**src/hdl/yuvtsl_pkg.sv**
```systemverilog
`default_nettype none
package yuvtsl_pkg;

  localparam int DEF_COLOR_SLOTS   = 7;
  localparam int DEF_FRAC_BITS     = 16;
  localparam int DEF_CORDIC_STAGES = 16;
  localparam int MAX_CORDIC_STAGES = 24;

  localparam int CFG_IDX_W  = 3;
  localparam int CFG_DATA_W = 48;

  // configuration register indexes
  localparam logic [CFG_IDX_W-1:0] CFG_NUM_COLORS = 3'd0;
  localparam logic [CFG_IDX_W-1:0] CFG_BOUNDS0    = 3'd1;

  // 255 * sqrt(1.8) / cordic gain, Q20
  localparam int          SAT_MUL_W = 28;
  localparam logic [27:0] SAT_MUL   = 28'd217844205;
  localparam int          SAT_SHIFT = 20;

  typedef struct packed {
    logic advance;
    logic valid;
  } pipe_ctl_t;

  // round a constant given in units of 1e-4 to the fixed-point scale
  function automatic longint qk(input longint k, input int frac);
    qk = (k * (longint'(1) <<< frac) + 5000) / 10000;
  endfunction

  // atan(2^-i) in units of 2^-32 turn
  function automatic logic [31:0] turn_angle(input int i);
    case (i)
      0:       turn_angle = 32'h20000000;
      1:       turn_angle = 32'h12E4051E;
      2:       turn_angle = 32'h09FB385B;
      3:       turn_angle = 32'h051111D4;
      4:       turn_angle = 32'h028B0D43;
      5:       turn_angle = 32'h0145D7E1;
      6:       turn_angle = 32'h00A2F61E;
      7:       turn_angle = 32'h00517C55;
      8:       turn_angle = 32'h0028BE53;
      9:       turn_angle = 32'h00145F2F;
      10:      turn_angle = 32'h000A2F98;
      11:      turn_angle = 32'h000517CC;
      12:      turn_angle = 32'h00028BE6;
      13:      turn_angle = 32'h000145F3;
      14:      turn_angle = 32'h0000A2FA;
      15:      turn_angle = 32'h0000517D;
      16:      turn_angle = 32'h000028BE;
      17:      turn_angle = 32'h0000145F;
      18:      turn_angle = 32'h00000A30;
      19:      turn_angle = 32'h00000518;
      20:      turn_angle = 32'h0000028C;
      21:      turn_angle = 32'h00000146;
      22:      turn_angle = 32'h000000A3;
      23:      turn_angle = 32'h00000051;
      default: turn_angle = 32'h00000000;
    endcase
  endfunction

endpackage
`default_nettype wire

```
**src/hdl/yuvtsl_cordic.sv**
```systemverilog
`default_nettype none
module yuvtsl_cordic import yuvtsl_pkg::*; #(
  parameter int CW     = DEF_FRAC_BITS + 12,
  parameter int STAGES = DEF_CORDIC_STAGES,
  parameter int SBW    = 8
) (
  input  wire logic                 clk,
  input  wire logic                 rst_n,
  input  wire pipe_ctl_t            ctl,
  input  wire logic signed [CW-1:0] x_in,
  input  wire logic signed [CW-1:0] y_in,
  input  wire logic [31:0]          z_in,
  input  wire logic [SBW-1:0]       side_in,
  output logic                      valid_out,
  output logic signed [CW-1:0]      x_out,
  output logic [31:0]               z_out,
  output logic [SBW-1:0]            side_out
);

  logic                 v_r    [STAGES];
  logic signed [CW-1:0] x_r    [STAGES];
  logic signed [CW-1:0] y_r    [STAGES];
  logic [31:0]          z_r    [STAGES];
  logic [SBW-1:0]       side_r [STAGES];

  for (genvar i = 0; i < STAGES; i++) begin : g_stage
    logic                 vp;
    logic signed [CW-1:0] xp, yp, x_nxt, y_nxt;
    logic [31:0]          zp, z_nxt;
    logic [SBW-1:0]       sp;

    if (i == 0) begin : g_first
      assign vp = ctl.valid;
      assign xp = x_in;
      assign yp = y_in;
      assign zp = z_in;
      assign sp = side_in;
    end else begin : g_next
      assign vp = v_r[i-1];
      assign xp = x_r[i-1];
      assign yp = y_r[i-1];
      assign zp = z_r[i-1];
      assign sp = side_r[i-1];
    end

    // rotate toward the x axis
    always_comb begin
      if (!yp[CW-1]) begin
        x_nxt = xp + (yp >>> i);
        y_nxt = yp - (xp >>> i);
        z_nxt = zp + turn_angle(i);
      end else begin
        x_nxt = xp - (yp >>> i);
        y_nxt = yp + (xp >>> i);
        z_nxt = zp - turn_angle(i);
      end
    end

    always_ff @(posedge clk) begin
      if (!rst_n) begin
        v_r[i] <= 1'b0;
      end else if (ctl.advance) begin
        v_r[i] <= vp;
      end
    end

    always_ff @(posedge clk) begin
      if (ctl.advance) begin
        x_r[i]    <= x_nxt;
        y_r[i]    <= y_nxt;
        z_r[i]    <= z_nxt;
        side_r[i] <= sp;
      end
    end
  end

  assign valid_out = v_r[STAGES-1];
  assign x_out     = x_r[STAGES-1];
  assign z_out     = z_r[STAGES-1];
  assign side_out  = side_r[STAGES-1];

endmodule
`default_nettype wire

```
**config.mk**
```make
export PLATFORM = sky130hd
export DESIGN_NAME = yuvtsl_cordic
export DESIGN_NICKNAME = d
export VERILOG_FILES = /design/src/hdl/yuvtsl_pkg.sv /design/src/hdl/yuvtsl_cordic.sv
export SDC_FILE = /design/constraint.sdc
export NUM_CORES = 2
export LEC_CHECK = 0
export BUFFER_PORTS_ARGS = -buffer_cell sky130_fd_sc_hd__buf_2
export CAP_MARGIN = 5
export CORE_UTILIZATION = 45
export CTS_CLUSTER_SIZE = 12
export DETAILED_ROUTE_END_ITERATION = 10
export REMOVE_ABC_BUFFERS = 1
export SYNTH_ARGS = -nofsm -noshare
export SYNTH_HDL_FRONTEND = slang
export SYNTH_SLANG_ARGS = --single-unit
```
**constraint.sdc**
```tcl
create_clock -name clk -period 4.35 [get_ports clk]
set_clock_uncertainty 0.15 [all_clocks]
set_input_delay 0 -clock clk [delete_from_list [all_inputs] [get_ports clk]]
set_output_delay 0 -clock clk [all_outputs]
set_load 0.02 [all_outputs]
```
* Word level (Yosys, flattened, before mapping) *
Memory sizes are Yosys's and may differ from the RTL's.
Index checks and enable logic that the tools add are counted.

storage, ports and cells
  memories = 5
  input bits = 100
  register bits after elaboration = 0
  RAM bits = 1,552
  output and inout port bits = 69

memory list
  name    words  width  rd ports  clocked after memory_dff  wr ports  line                 source
  z_r     16     32     16        0                         16        yuvtsl_cordic.sv:23  logic [31:0] z_r [STAGES];
  x_r     16     28     16        0                         16        yuvtsl_cordic.sv:21  logic signed [CW-1:0] x_r [STAGES];
  y_r     16     28     15        0                         16        yuvtsl_cordic.sv:22  logic signed [CW-1:0] y_r [STAGES];
  side_r  16     8      16        0                         16        yuvtsl_cordic.sv:24  logic [SBW-1:0] side_r [STAGES];
  v_r     16     1      16        0                         16        yuvtsl_cordic.sv:20  logic v_r [STAGES];

operators by class
  multiplexer cells = 69
  add/sub/neg operators = 95
  bitwise logic cells = 16

operators with widths
  operator                                        number
  28-bit two-way mux                              32
  32-bit two-way mux                              16
  28-bit by 13-bit adder with 28-bit output       2
  28-bit by 14-bit adder with 28-bit output       2
  28-bit by 15-bit adder with 28-bit output       2
  28-bit by 16-bit adder with 28-bit output       2
  28-bit by 17-bit adder with 28-bit output       2
  28-bit by 18-bit adder with 28-bit output       2
  28-bit by 19-bit adder with 28-bit output       2
  28-bit by 20-bit adder with 28-bit output       2
  28-bit by 21-bit adder with 28-bit output       2
  28-bit by 22-bit adder with 28-bit output       2
  28-bit by 23-bit adder with 28-bit output       2
  28-bit by 24-bit adder with 28-bit output       2
  28-bit by 25-bit adder with 28-bit output       2
  28-bit by 26-bit adder with 28-bit output       2
  28-bit by 27-bit adder with 28-bit output       2
  28-bit by 13-bit subtractor with 28-bit output  2
  28-bit by 14-bit subtractor with 28-bit output  2
  28-bit by 15-bit subtractor with 28-bit output  2
  28-bit by 16-bit subtractor with 28-bit output  2
  28-bit by 17-bit subtractor with 28-bit output  2
  28-bit by 18-bit subtractor with 28-bit output  2
  28-bit by 19-bit subtractor with 28-bit output  2
  44 further kinds                                88

* Depth between registers and ports, before layout *
  depth in word-level cells = 4
  gate-level depth with buffers = 21
  depth with buffers taken out = 21

* Least setup slack after synthesis *
No wires, ideal clock.

  kind = flip-flop to flip-flop
  from = memory y_r[0][150] (netlist bit)
  to = memory x_r[0][195] (netlist bit), data pin
  arrival time = 4.063 ns
  data required time = 3.940 ns
  period minus slack after synthesis = 4.473 ns
  path slack = -0.123 ns
  cell stages (with the launch flop) = 17
  cells stage by stage = edfxtp_1 > nor4_1 > nand2_1 > nor4_1 > a31oi_1 > xnor2_1 > ha_1 > nand4_1 > or2_2 > o311ai_1 > o31a_1 > a221oi_1 > o311ai_1 > nor3_1 > o21bai_1 > a21oi_1 > xnor2_1

RTL lines
  what                line
  start: declaration  yuvtsl_cordic.sv:22
  end: declaration    yuvtsl_cordic.sv:21

==> results.yml <==
floorplan:
  die_area_um2: 267300
  dieWidth_um: 517.0
  ioPinCount: 169
  initial_core_util: 0.4539
  rows: 188
  die_h_um: 517.0
  core-area_um2: 263000
route:
  wl_um: 303800
  ant_nets: 0
  drc: 0
  via_per_inst: 5.478
  wl_per_cell_um: 17.42
  vias: 95540
  drt_iter0_markers: 4737
  dr.pass1.iters: 6
clock_tree:
  cts_buffers: 183
  clkSlewWorstSetupHoldPaths_ps: 60
  tritoncts: "done"
  worstSkewPairLatency_ps: 870
  htreeDepth: 4
  clock_path_buffers: 4
  clock_sinks: 1508
  clock-root-buffer: "clkbuf_16"
outcome:
  violations: "setup timing"
  status: "finished, violations left"
run:
  drv_cap: 0
layout:
  drive_gt1_frac: 0.1513
  mostFrequentLayoutCells: "1507 x edfxtp_1, 1378 x ha_1, 1221 x buf_4"
  regArea_um2: 45270
  multi_input_area_um2: 73350
  mostFrequentLayoutCell: "edfxtp_1"
  nets: 15340
  n_fill_cell: 23210
  area_growth_pct: 20.63
sta:
  worst_pin_slew_ps: 837.2
  slew_viol_final: 0
  setup_viol: 2
  max_slew_margin: 0.4419
  fmaxAchievable_mhz: 226.8
  fin_crit_ps: 4409
  rsz0062_at_grt: "true"
  setup_slack_ps: -59.16
  post-route-period-util: 1.014
  final-hold-violation-count: 0
synthesis:
  ys_seq_area_frac: 0.3793
  yosys.area.top_type_share: 0.3791
  ys_types: 104
  yosys.area.top_type: "edfxtp_1"
  synthTopCellsByArea: "edfxtp_1 38%, ha_1 15%, xnor2_1 8.2%"
  syn-cell-area_um2: 119400
  ys_warn_count: 0
  postSynthAreaPerCell_um2: 9.855
  ys.flop_type: "edfxtp_1"
  synth-edff-count: 1507
  syn-instance-count: 12110
  async_reset_ff_frac: 0
  synth-seq-cells: 1508
placed_design:
  dpl.hpwl_um: 239700
  port_buffers: 168
  place_congestion: 0.9382
  place_ws_ps: -402.8
global_route:
  antenna_found_initial: 4
  grt_max_degree: 134
  grt_util_all_layers: 0.2201
  grt_pass1_vias: 94930
  grt_overflow: 0
  grt_pass1_wl_um: 480400
setup_path:
  path_max_fanout: 2
  end_kind: "flip-flop"
  cp.arrival_ps: 4840
  cp-start-kind: "flip-flop"
  critical_path_class: "flip-flop to flip-flop"
  critPathRequiredTime_ps: 4780
worst_hold_path:
  hold_path.class: "input port to flip-flop"
[critical path, stage by stage (launching register included)]
cell and delay, ps:
edfxtp_1 410, or4_4 560, or4_4 450, nor4_4 190
a21oi_1 120, xor2_1 160, ha_1 320, a21o_1 170
a21o_1 180, a21o_1 170, a21oi_1 140, o211ai_1 160
nand2_1 130, a31oi_1 130, o41ai_2 340, o21bai_1 100
a21oi_1 180, xnor2_1 90
[routing by layer]
metal,vias to the layer above,wire length (um),part of all wire,track usage
li1,48200,-,-,-
met1,44880,121400,0.40,0.2385
met2,1760,158900,0.52,0.4243
met3,706,8691,0.029,0.02334
met4,2,14840,0.049,0.1005
met5,-,12,0.000039,0
[worst paths after layout]
path	from	slack, ps	depth (start not counted)	end
worst min-delay path	ctl[1]	150	2	x_r[0][46]
worst min register to register	side_r[1][9]	230	0	side_r[1][17]
worst max-delay path	x_r[1][155]	-60	17	y_r[1][194]
worst max register to register	x_r[1][155]	-60	17	y_r[1][194]
[metrics by stage]
stage | hold WS (ps) | TNS, ps | std cells | instance area (um^2) | utilization
global route | 108.9 | -2452 | 17440 | 144000 | 0.5475
global placement | 26.18 | -4233 | 16790 | 133000 | 0.5056
floorplan | -51.13 | -59970 | 11950 | 118700 | -
CTS | 75.16 | -88.38 | 17370 | 141800 | 0.5390
finish | 146.5 | -85.11 | 17440 | 144000 | 0.5475
detailed placement | 28.08 | -5025 | 16790 | 133000 | 0.5056
[flip-flops by register name, indices dropped and copies added, names as in the netlist]
register / cells
side_r: 128
v_r: 16
y_r: 405
x_r: 447
z_r: 512
[final cells by class]
class                   count  share of cell area
diodes                      1          0.00001738
clock buffers             223             0.03291
clock inverters            86            0.007473
inverters                 546             0.01425
multi-input cells        9892              0.5094
flip-flops and latches   1508              0.3144
well taps                3515             0.03054
repair buffers           1671             0.09097
[cell usage after synthesis, drive strengths merged (27+ instances only)]
| library cell | instances |
|---|---|
| o31ai | 59 |
| and2 | 79 |
| nand4 | 107 |
| nor4 | 83 |
| nand2 | 561 |
| o41ai | 53 |
| nor2b | 207 |
| fa | 47 |
| nor2 | 1116 |
| nor3b | 31 |
| a21boi | 47 |
| a211o | 30 |
| a31oi | 132 |
| or2 | 33 |
| a21oi | 1270 |
| nand3 | 183 |
| ha | 1386 |
| and3 | 132 |
| inv | 540 |
| o21ai | 600 |
| o21bai | 157 |
| o211ai | 48 |
| clkbuf | 132 |
| xnor2 | 1111 |
| o21a | 171 |
| edfxtp | 1507 |
| mux2i | 40 |
| a211oi | 84 |
| or3 | 70 |
| a31o | 27 |
| buf | 35 |
| xor2 | 567 |
| or4 | 43 |
| nor3 | 301 |
| a2111oi | 27 |
| a21o | 598 |
| nand2b | 182 |
[logic make-up (layout without fill, tap and decap cells)]
| family | Yosys count | after routing | share of synthesized area |
|---|---|---|---|
| AOI/OAI and AO/OA | 3518 | 3518 | 0.1867 |
| xor gates and xnor gates | 1678 | 1678 | 0.1231 |
| adders and majority gates | 1433 | 1433 | 0.1532 |
| buffers and inverters | 713 | 2526 | 0.02251 |
| DFF | 1508 | 1508 | 0.3793 |
| muxes | 63 | 63 | 0.005524 |
| other | 0 | 1 | 0 |
| and+or+nand+nor | 3200 | 3200 | 0.1298 |
[repair_timing]
action | CTS | global route
hold endpoints to repair | 785 | 0
setup endpoints to repair | 69 | 193
pin swaps | 16 | 192
hold buffers | 254 | 0
setup buffers | 16 | 77
resized for setup | 58 | 380
Power is not shown: default switching activity piles up to over one toggle a cycle in this logic, so the estimate is an artifact.
