==> src/hdl/yuvtsl_pkg.sv <==
`default_nettype none
package yuvtsl_pkg;

  localparam int DEF_COLOR_SLOTS   = 7;
  localparam int DEF_FRAC_BITS     = 16;
  localparam int DEF_CORDIC_STAGES = 16;
  localparam int MAX_CORDIC_STAGES = 24;

  localparam int CFG_IDX_W  = 3;
  localparam int CFG_DATA_W = 48;

  // configuration register indexes
  localparam logic [CFG_IDX_W-1:0] CFG_NUM_COLORS = 3'd0;
  localparam logic [CFG_IDX_W-1:0] CFG_BOUNDS0    = 3'd1;

  // 255 * sqrt(1.8) / cordic gain, Q20
  localparam int          SAT_MUL_W = 28;
  localparam logic [27:0] SAT_MUL   = 28'd217844205;
  localparam int          SAT_SHIFT = 20;

  typedef struct packed {
    logic advance;
    logic valid;
  } pipe_ctl_t;

  // round a constant given in units of 1e-4 to the fixed-point scale
  function automatic longint qk(input longint k, input int frac);
    qk = (k * (longint'(1) <<< frac) + 5000) / 10000;
  endfunction

  // atan(2^-i) in units of 2^-32 turn
  function automatic logic [31:0] turn_angle(input int i);
    case (i)
      0:       turn_angle = 32'h20000000;
      1:       turn_angle = 32'h12E4051E;
      2:       turn_angle = 32'h09FB385B;
      3:       turn_angle = 32'h051111D4;
      4:       turn_angle = 32'h028B0D43;
      5:       turn_angle = 32'h0145D7E1;
      6:       turn_angle = 32'h00A2F61E;
      7:       turn_angle = 32'h00517C55;
      8:       turn_angle = 32'h0028BE53;
      9:       turn_angle = 32'h00145F2F;
      10:      turn_angle = 32'h000A2F98;
      11:      turn_angle = 32'h000517CC;
      12:      turn_angle = 32'h00028BE6;
      13:      turn_angle = 32'h000145F3;
      14:      turn_angle = 32'h0000A2FA;
      15:      turn_angle = 32'h0000517D;
      16:      turn_angle = 32'h000028BE;
      17:      turn_angle = 32'h0000145F;
      18:      turn_angle = 32'h00000A30;
      19:      turn_angle = 32'h00000518;
      20:      turn_angle = 32'h0000028C;
      21:      turn_angle = 32'h00000146;
      22:      turn_angle = 32'h000000A3;
      23:      turn_angle = 32'h00000051;
      default: turn_angle = 32'h00000000;
    endcase
  endfunction

endpackage
`default_nettype wire

==> src/hdl/yuvtsl_satdiv.sv <==
`default_nettype none
module yuvtsl_satdiv import yuvtsl_pkg::*; #(
  parameter int NUMW = DEF_FRAC_BITS + 19,
  parameter int DENW = DEF_FRAC_BITS + 12,
  parameter int SBW  = 8
) (
  input  wire logic            clk,
  input  wire logic            rst_n,
  input  wire pipe_ctl_t       ctl,
  input  wire logic [NUMW-1:0] num_in,
  input  wire logic [DENW-1:0] den_in,
  input  wire logic [SBW-1:0]  side_in,
  output logic                 valid_out,
  output logic                 ovf_out,
  output logic [7:0]           quot_out,
  output logic [SBW-1:0]       side_out
);

  localparam int RW    = DENW + 9;
  localparam int STEPS = 9;

  logic            v_r    [STEPS];
  logic            ovf_r  [STEPS];
  logic [RW-1:0]   rem_r  [STEPS];
  logic [DENW-1:0] den_r  [STEPS];
  logic [7:0]      q_r    [STEPS];
  logic [SBW-1:0]  side_r [STEPS];

  // first step flags quotients above 255, then one quotient bit per step
  for (genvar s = 0; s < STEPS; s++) begin : g_step
    logic            vp, ovfp, ovf_nxt;
    logic [RW-1:0]   remp, rem_nxt, dsh;
    logic [DENW-1:0] denp;
    logic [7:0]      qp, q_nxt;
    logic [SBW-1:0]  sp;

    if (s == 0) begin : g_first
      assign vp   = ctl.valid;
      assign ovfp = 1'b0;
      assign remp = RW'(num_in);
      assign denp = den_in;
      assign qp   = 8'd0;
      assign sp   = side_in;
      assign dsh  = RW'(den_in) << 8;
      always_comb begin
        ovf_nxt = (remp >= dsh);
        rem_nxt = remp;
        q_nxt   = qp;
      end
    end else begin : g_next
      assign vp   = v_r[s-1];
      assign ovfp = ovf_r[s-1];
      assign remp = rem_r[s-1];
      assign denp = den_r[s-1];
      assign qp   = q_r[s-1];
      assign sp   = side_r[s-1];
      assign dsh  = RW'(denp) << (8 - s);
      always_comb begin
        ovf_nxt = ovfp;
        rem_nxt = remp;
        q_nxt   = qp;
        if (remp >= dsh) begin
          rem_nxt      = remp - dsh;
          q_nxt[8 - s] = 1'b1;
        end
      end
    end

    always_ff @(posedge clk) begin
      if (!rst_n) begin
        v_r[s] <= 1'b0;
      end else if (ctl.advance) begin
        v_r[s] <= vp;
      end
    end

    always_ff @(posedge clk) begin
      if (ctl.advance) begin
        ovf_r[s]  <= ovf_nxt;
        rem_r[s]  <= rem_nxt;
        den_r[s]  <= denp;
        q_r[s]    <= q_nxt;
        side_r[s] <= sp;
      end
    end
  end

  assign valid_out = v_r[STEPS-1];
  assign ovf_out   = ovf_r[STEPS-1];
  assign quot_out  = q_r[STEPS-1];
  assign side_out  = side_r[STEPS-1];

endmodule
`default_nettype wire

==> config.mk <==
export PLATFORM = sky130hd
export DESIGN_NAME = yuvtsl_satdiv
export DESIGN_NICKNAME = d
export VERILOG_FILES = /design/src/hdl/yuvtsl_pkg.sv /design/src/hdl/yuvtsl_satdiv.sv
export SDC_FILE = /design/constraint.sdc
export NUM_CORES = 1
export LEC_CHECK = 0
export BUFFER_PORTS_ARGS = -buffer_cell sky130_fd_sc_hd__buf_2
export CELL_PAD_IN_SITES_DETAIL_PLACEMENT = 2
export CELL_PAD_IN_SITES_GLOBAL_PLACEMENT = 2
export CORE_ASPECT_RATIO = 1.75
export CORE_MARGIN = 8
export CORE_UTILIZATION = 45
export CTS_BUF_LIST = sky130_fd_sc_hd__clkbuf_4 sky130_fd_sc_hd__clkbuf_8
export DETAILED_ROUTE_END_ITERATION = 8
export PLACE_DENSITY = 0.78
export SYNTH_ARGS = -nofsm -noshare
export SYNTH_HDL_FRONTEND = slang
export SYNTH_SLANG_ARGS = --single-unit
==> constraint.sdc <==
create_clock -name clk -period 4.1 [get_ports clk]
set_input_delay 0.205 -clock clk [delete_from_list [all_inputs] [get_ports clk]]
set_output_delay 0.205 -clock clk [all_outputs]
set_load 0.02 [all_outputs]
# Yosys cells after proc, flatten, opt, wreduce, memory -nomap -nowiden
# Memory sizes are Yosys's and may differ from the RTL's.
# Cells that the tools add are included.
# op_classes
magnitude_cmp	9
add_sub_neg	8
bitwise	9
muxes	30
# ops
operator	n
37-bit 2-to-1 mux	8
37-bit by 28-bit >= comparator with 1-bit output	1
37-bit by 29-bit >= comparator with 1-bit output	1
37-bit by 30-bit >= comparator with 1-bit output	1
37-bit by 31-bit >= comparator with 1-bit output	1
37-bit by 32-bit >= comparator with 1-bit output	1
37-bit by 33-bit >= comparator with 1-bit output	1
37-bit by 34-bit >= comparator with 1-bit output	1
37-bit by 35-bit >= comparator with 1-bit output	1
37-bit by 28-bit subtractor with 37-bit output	1
37-bit by 29-bit subtractor with 37-bit output	1
37-bit by 30-bit subtractor with 37-bit output	1
37-bit by 31-bit subtractor with 37-bit output	1
37-bit by 32-bit subtractor with 37-bit output	1
37-bit by 33-bit subtractor with 37-bit output	1
37-bit by 34-bit subtractor with 37-bit output	1
37-bit by 35-bit subtractor with 37-bit output	1
35-bit by 36-bit >= comparator with 1-bit output	1
1-bit 2-to-1 mux	22
1-bit OR	9
# totals
mem_count	6
output_inout_bits	18
register_bits	0
inputBits	75
ramBits	747
word_cells	62
# mem_list
name	depth	word_bits	read_ports	rd_clocked_by_memory_dff	write_ports	line	source
rem_r	9	37	8	0	9	yuvtsl_satdiv.sv:24	logic [RW-1:0] rem_r [STEPS];
den_r	9	28	8	0	9	yuvtsl_satdiv.sv:25	logic [DENW-1:0] den_r [STEPS];
q_r	9	8	9	0	9	yuvtsl_satdiv.sv:26	logic [7:0] q_r [STEPS];
side_r	9	8	9	0	9	yuvtsl_satdiv.sv:27	logic [SBW-1:0] side_r [STEPS];
ovf_r	9	1	9	0	9	yuvtsl_satdiv.sv:23	logic ovf_r [STEPS];
v_r	9	1	9	0	9	yuvtsl_satdiv.sv:22	logic v_r [STEPS];

# Depth between registers and ports, before layout
# Gate-level depths: netlist (run 1).
# depth
ltp_word	4
depth_mapped	16
ltp_nobuf	14

# Worst setup path after synthesis (run 1)
# Ideal clock, no wire load.
# synth_timing
kind	flip-flop to flip-flop
start	memory rem_r[0][79] (netlist bit)
end	memory rem_r[0][142] (netlist bit) (data pin)
required_time_ps	3840
setup_ps	260
path_stages_with_launch	15
path_buffers	0
path_slack_ps	1022
synth_period_minus_slack_ps	3078
t_arrival_ps	2818
path_cell_list	edfxtp_1 inv_1 ha_1 inv_1 fa_1 a21o_1 a21oi_1 o211a_1 or4_1 a31oi_2 or2_1 a211o_1 a21oi_1 xnor2_1 mux2_2
# synth_lines
item	line
start: declaration	yuvtsl_satdiv.sv:24

==> impl_metrics.py, run 1 <==
metrics = {
    "power": {
        "pwr_density_cell_nw_per_um2": 626,
        "ir_drop_uv": 382,
        "leakagePower_uw": 0.0162,
    },
    "global_route": {
        "grt_usage": 0.230,
        "grt_antenna_before_repair": 4,
        "grt_overflow": 0,
        "grt_start_max_net_pins": 101,
        "grt_pass1_vias": 27966,
        "grt_first_pass_wirelength_um": 154000,
    },
    "critical_path": {
        "cp-start-kind": "flip-flop",
        "cp-end-kind": "flip-flop",
        "r2r_start": "rem_r[0][151]$_DFFE_PP_",
        "crit_type": "flip-flop to flip-flop",
        "crit_arrival_ns": 4.43,
        "rrSetupSlack_ns": 0.13,
        "crit_path_end": "rem_r[0][219]$_DFFE_PP_",
        "r2r-end": "rem_r[0][219]$_DFFE_PP_",
        "crit_start": "rem_r[0][151]$_DFFE_PP_",
        "cp.required_ns": 4.55,
        "path_max_fanout": 6,
        "ff2ff_path_depth": 13,
    },
    "finish": {
        "layout_common_cells": "643 x edfxtp_1, 306 x inv_1, 251 x ha_1",
        "area_growth_syn_to_layout_pct": 14.3,
        "nNetsFinal": 3503,
        "final_util": 0.520,
        "final_common_cell": "edfxtp_1",
        "final_cells": 4261,
        "layout-drive-gt1-share": 0.114,
    },
    "synthesis": {
        "synth_compound_area_frac": 0.137,
        "synth_cell_type_count": 88,
        "synth_edf_count": 643,
        "syn_nets": 3234,
        "syn_area_per_cell_um2": 11.8,
        "synthArstFlopShare": 0,
        "synth_top_family_by_area": "compound AO/OA/AOI/OAI gates",
        "yosys.area_share.simple": 0.0948,
        "synth_seq_area_share": 0.565,
        "synthCells": 2901,
        "synth_warnings": 0,
        "synthMuxAreaShare": 0.0154,
        "synth_seq_cells": 644,
        "synthFlopType": "edfxtp_1",
        "synth_xor_area_frac": 0.0502,
        "syn_area_um2": 34200,
        "yosys.area_share.adder": 0.0960,
    },
    "clocking": {
        "clk_pin_slew_ns": 0.06,
        "clk_root_buffer_cell": "clkbuf_8",
        "htreeDepth": 3,
        "cts_buffers": 94,
        "clk_latency_ns": 0.76,
        "cts_tree": "done",
        "clock-sinks": 644,
        "clockBufferDepth": 3,
    },
    "routing": {
        "drt_first_pass_iters": 4,
        "drtIter0Drc": 727,
        "drt_wl_total_um": 98900,
        "wl_per_cell_um": 23.2,
        "vias_per_cell": 5.56,
        "ant_nets": 0,
        "route.detailed.drc": 0,
        "vias": 23704,
    },
    "timing": {
        "skew_ns": 0.0244,
        "hold_viol": 0,
        "min_period_ns": 3.97,
        "max_freq_ghz": 0.252,
        "min_period_over_period": 0.969,
        "finalMaxSlewViolations": 0,
        "worst_pin_slew_ns": 0.859,
        "relSlewSlack": 0.427,
        "setup_viol_count_final": 0,
        "rsz0062_at_grt": "no",
    },
    "run": {
        "drv_cap": 0,
    },
    "floorplan": {
        "die_h_um": 381,
        "core_um2": 75200,
        "pin_count": 93,
        "start_util": 0.455,
        "row_count": 133,
        "dieArea_um2": 85400,
        "die_x_um": 224,
    },
    "placed_design": {
        "io_buffers": 92,
        "hpwl_um": 73800,
        "gp_congestion": 0.889,
        "dp.cells": 4009,
    },
    "worst_hold_path": {
        "holdCritPathClass": "input port to flip-flop",
    },
    "run_status": {
        "status": "complete, no violations",
    },
}
==> per-stage QoR <==
stage          cell area [um^2]  hold WS, ns  worst slack (ns)  TNS (ns)  power (uW)
3_5_place_dp              36300        0.386            -0.442     -9.71       19000
5_1_grt                   39100       0.0995           0.00462         0       25900
6_report                  39100        0.170             0.126         0       24500
2_1_floorplan             34200        0.304              1.02         0       15900
3_3_place_gp              36300        0.381            -0.296     -5.78       18200
4_1_cts                   39000       0.0603            0.0870         0       24700
==> per-layer routing <==
layer  track usage  share of wire  vias to the layer above
met5             0              0                        -
met1         0.200           0.33                    11834
met4         0.147          0.072                        0
li1              -              -                    11190
met3        0.0373          0.026                      258
met2         0.467           0.57                      422
==> how the worst min path moves through the flow <==
stage | start | endpoint | slack [ns] | cells after the start
2_1_floorplan | den_in[0] | den_r[0][0]$_DFFE_PP_ | 0.30 | 0
3_3_place_gp | side_in[4] | side_r[0][4]$_DFFE_PP_ | 0.38 | 1
3_5_place_dp | side_in[2] | side_r[0][2]$_DFFE_PP_ | 0.39 | 1
4_1_cts | side_in[2] | side_r[0][2]$_DFFE_PP_ | 0.06 | 2
5_1_grt | side_in[6] | side_r[0][6]$_DFFE_PP_ | 0.1 | 2
6_report | side_in[6] | side_r[0][6]$_DFFE_PP_ | 0.17 | 2
==> power breakdown <==
part / switching, uW / total (uW) / internal [uW]
Sequential: 824 / 9830 / 9010
Clock: 2560 / 5500 / 2940
Combinational: 5350 / 9150 / 3800
==> flip-flops by register name (all words and copies together), names as in the netlist <==
name	flops
rem_r	294
den_r	224
side_r	72
q_r	36
ovf_r	9
v_r	9
==> timing repair <==
action	4_1_cts	5_1_grt
hold buffers	75	0
pin swaps	0	1
resized for setup	2	1
hold endpoints to repair	125	0
endpoints found under the setup margin	33	25
setup buffers	0	2
==> cells in the mapped netlist, types with 14 or more instances <==
cell,instances,area share
nand2_1,181,0.020
o21ai_1,24,0.0035
xnor2_1,115,0.029
nor2b_1,35,0.0064
o211ai_1,14,0.0031
o21bai_1,27,0.0059
a211oi_1,17,0.0037
nand2b_1,36,0.0066
o21ai_0,137,0.020
o21a_1,25,0.0055
inv_1,306,0.034
ha_1,251,0.092
nor3_1,35,0.0051
nor2_1,160,0.018
a31oi_1,20,0.0037
a21o_1,138,0.030
a21oi_1,234,0.034
nand3_1,49,0.0072
and3_1,30,0.0055
xor2_1,81,0.021
nand4_1,43,0.0079
clkbuf_1,31,0.0034
mux2_1,26,0.0086
nor4_1,19,0.0035
mux2_2,18,0.0059
buf_2,19,0.0028
edfxtp_1,643,0.56
==> kinds of logic (layout without fill, tap and decap cells) <==
family,after synthesis,after routing
AOI/OAI and AO/OA,735,735
xor gates and xnor gates,196,196
DFF,644,644
muxes,47,47
other,0,4
buffers and inverters,366,710
and+or+nand+nor,655,655
adders and majority gates,258,258
==> worst max-delay path: stages (launching register included) <==
cell and delay [ns]:
edfxtp_1 0.37, inv_1 0.07, ha_1 0.23, fa_1 0.41
nor2b_1 0.12, o21ai_0 0.13, a21oi_1 0.29, o21ai_1 0.16
a21oi_1 0.37, o21ai_0 0.33, nand3_1 0.23, a41o_2 0.30
nor4bb_1 0.47, xor2_1 0.19
==> layout make-up <==
cell class | count | area (um^2)
fill | 7325 | 36100
tap | 1012 | 1270
timing repair buffer | 232 | 1870
sequential | 644 | 19300
clock buffer | 126 | 1570
clock inverter | 45 | 405
inverter | 307 | 1150
multi-input combinational | 1891 | 13500
antenna | 4 | 10.0
Note: power is estimated with default switching activity, not from simulation.
==> run 2, diff against run 1 <==
Settings changed: BUFFER_PORTS_ARGS -buffer_cell sky130_fd_sc_hd__buf_2 to -buffer_cell sky130_fd_sc_hd__buf_4.
==> run 2 against run 1 <==
Effect of this change:
- non-clock buffer count decreased by 3
- critical path depth increased by 1
- via count increased by 0.59%
==> impl_metrics.py, run 2 (synthesized netlist as in run 1, its figures left out) <==
metrics = {
    "clocking": {
        "cts_tree": "done",
        "clk_latency_ns": 0.78,
        "htreeDepth": 3,
        "clockBufferDepth": 3,
        "clk_root_buffer_cell": "clkbuf_8",
        "clock-sinks": 644,
        "clk_pin_slew_ns": 0.07,
        "cts_buffers": 95,
    },
    "placed_design": {
        "gp_congestion": 0.910,
        "hpwl_um": 73800,
        "io_buffers": 92,
        "dp.cells": 4006,
    },
    "critical_path": {
        "cp.required_ns": 4.65,
        "rrSetupSlack_ns": 0.13,
        "path_max_fanout": 14,
        "r2r_start": "rem_r[0][7]$_DFFE_PP_",
        "worst_path_most_repeated_cell": "inv_1",
        "cp-end-kind": "flip-flop",
        "ff2ff_path_depth": 14,
        "cp-start-kind": "flip-flop",
        "crit_family": "compound AO/OA/AOI/OAI gates",
        "crit_path_max_incr_delay_ns": 0.69,
        "crit_arrival_ns": 4.52,
        "crit_cells": 14,
        "crit_start": "rem_r[0][7]$_DFFE_PP_",
        "slowest_stage": "a31oi_1",
        "crit_path_end": "rem_r[0][47]$_DFFE_PP_",
        "r2r-end": "rem_r[0][47]$_DFFE_PP_",
        "critPathBufInv": 4,
        "crit_type": "flip-flop to flip-flop",
        "crit_chain": "inv_1 > ha_1 > inv_1 > fa_1 > a21o_1 > a21oi_1 > o21ai_1 > a41o_1 > nand4_1 > a31oi_1 > a21boi_4 > buf_12 > buf_4 > o31ai_1",
    },
    "finish": {
        "final_cells": 4258,
        "nNetsFinal": 3501,
        "area_growth_syn_to_layout_pct": 15.1,
        "final_common_cell": "edfxtp_1",
        "layout-drive-gt1-share": 0.113,
        "largest_reg_flops": 294,
        "final_util": 0.523,
        "regMostFlops": "rem_r",
        "reg.largest.list": "rem_r: 294 flops, den_r: 224 flops, side_r: 72 flops",
        "layout_common_cells": "643 x edfxtp_1, 306 x inv_1, 251 x ha_1",
    },
    "floorplan": {
        "start_util": 0.455,
        "row_count": 133,
        "die_h_um": 381,
        "pin_count": 93,
        "core_um2": 75200,
        "die_x_um": 224,
        "dieArea_um2": 85400,
    },
    "power": {
        "clockPowerShare": 0.228,
        "leakagePower_uw": 0.0162,
        "p_int_uw": 15800,
        "switching_share": 0.360,
        "pwr-share-seq": 0.398,
        "ir_drop_uv": 361,
        "switching_power_uw": 8890,
        "pwr_density_cell_nw_per_um2": 628,
        "pwr-share-comb": 0.374,
    },
    "timing": {
        "min_period_over_period": 0.968,
        "setup_viol_count_final": 0,
        "hold_viol": 0,
        "min_period_ns": 3.97,
        "worst_pin_slew_ns": 0.884,
        "finalMaxSlewViolations": 0,
        "max_freq_ghz": 0.252,
        "rsz0062_at_grt": "no",
        "skew_ns": 0.0337,
        "relSlewSlack": 0.408,
    },
    "routing": {
        "route.detailed.drc": 0,
        "vias_per_cell": 5.60,
        "drtIter0Drc": 753,
        "drt_wl_total_um": 101000,
        "vias": 23845,
        "ant_nets": 0,
        "drt_first_pass_iters": 5,
        "wl_per_cell_um": 23.8,
    },
    "global_route": {
        "grt_usage": 0.238,
        "grt_overflow": 0,
        "grt_pass1_vias": 28088,
        "grt_antenna_before_repair": 2,
        "grt_start_max_net_pins": 86,
        "grt_first_pass_wirelength_um": 158000,
    },
    "run": {
        "drv_cap": 0,
    },
    "run_status": {
        "status": "complete, no violations",
    },
    "worst_hold_path": {
        "holdCritPathClass": "input port to flip-flop",
    },
}
## run 2: through the flow
| stage | hold slack [ns] | TNS, ns | total power, uW | instance area (um^2) | setup slack [ns] |
|---|---|---|---|---|---|
| after detailed placement | 0.385 | -1.47 | 19000 | 36500 | -0.259 |
| after CTS | 0.0763 | 0 | 24800 | 39300 | 0.0387 |
| after global routing | 0.0981 | 0 | 26100 | 39400 | 0.0316 |
| after floorplan | 0.304 | 0 | 15900 | 34200 | 1.02 |
| after global placement | 0.383 | 0 | 18200 | 36500 | 0.0310 |
| final | 0.158 | 0 | 24700 | 39400 | 0.131 |
## run 2: what timing repair did
action | 4_1_cts | 5_1_grt
pin swaps | 0 | 1
hold buffers | 74 | 0
hold endpoints to repair | 155 | 0
gates resized for setup | 1 | 4
setup endpoints to repair | 32 | 50
buffers inserted | 0 | 3
## run 2: cell type report
type,count,area (um^2)
sequential,644,19300
antenna,2,5.00
clock inverter,54,502
timing repair buffer,229,2090
clock buffer,119,1510
tap,1012,1270
inverter,307,1150
multi-input combinational,1891,13500
fill,7300,35900
## run 2: worst min-delay path by stage
stage	from	endpoint	slack [ns]	cells past startpoint
floorplan	den_in[0]	den_r[0][0]$_DFFE_PP_	0.30	0
global placement	side_in[6]	side_r[0][6]$_DFFE_PP_	0.38	1
detailed placement	side_in[6]	side_r[0][6]$_DFFE_PP_	0.38	1
CTS	side_in[4]	side_r[0][4]$_DFFE_PP_	0.08	2
global route	side_in[1]	side_r[0][1]$_DFFE_PP_	0.1	2
finish	den_in[9]	den_r[0][9]$_DFFE_PP_	0.16	2
## run 2: power by group through the flow
| stage | Clock (uW) | Sequential, uW | Combinational, uW |
|---|---|---|---|
| 2_1_floorplan | 0 | 9550 | 6380 |
| 3_3_place_gp | 0 | 9830 | 8390 |
| 3_5_place_dp | 0 | 9940 | 9010 |
| 4_1_cts | 5770 | 9820 | 9200 |
| 5_1_grt | 6030 | 9950 | 10200 |
| 6_report | 5640 | 9830 | 9240 |
## run 2: routing by layer
metal,vias to the layer above,global-route usage,routed length [um]
met4,0,0.159,7570
li1,11178,-,-
met2,492,0.486,58600
met5,-,0,0
met3,306,0.0378,2690
met1,11869,0.203,32500
## run 2: worst register-to-register path, cell delays in order (launching register included)
cell and delay [ns]:
edfxtp_1 0.39, inv_1 0.08, ha_1 0.24, inv_1 0.10, fa_1 0.23, a21o_1 0.15
a21oi_1 0.12, o21ai_1 0.29, a41o_1 0.41, nand4_1 0.21, a31oi_1 0.69, a21boi_4 0.12
buf_12 0.20, buf_4 0.20, o31ai_1 0.34
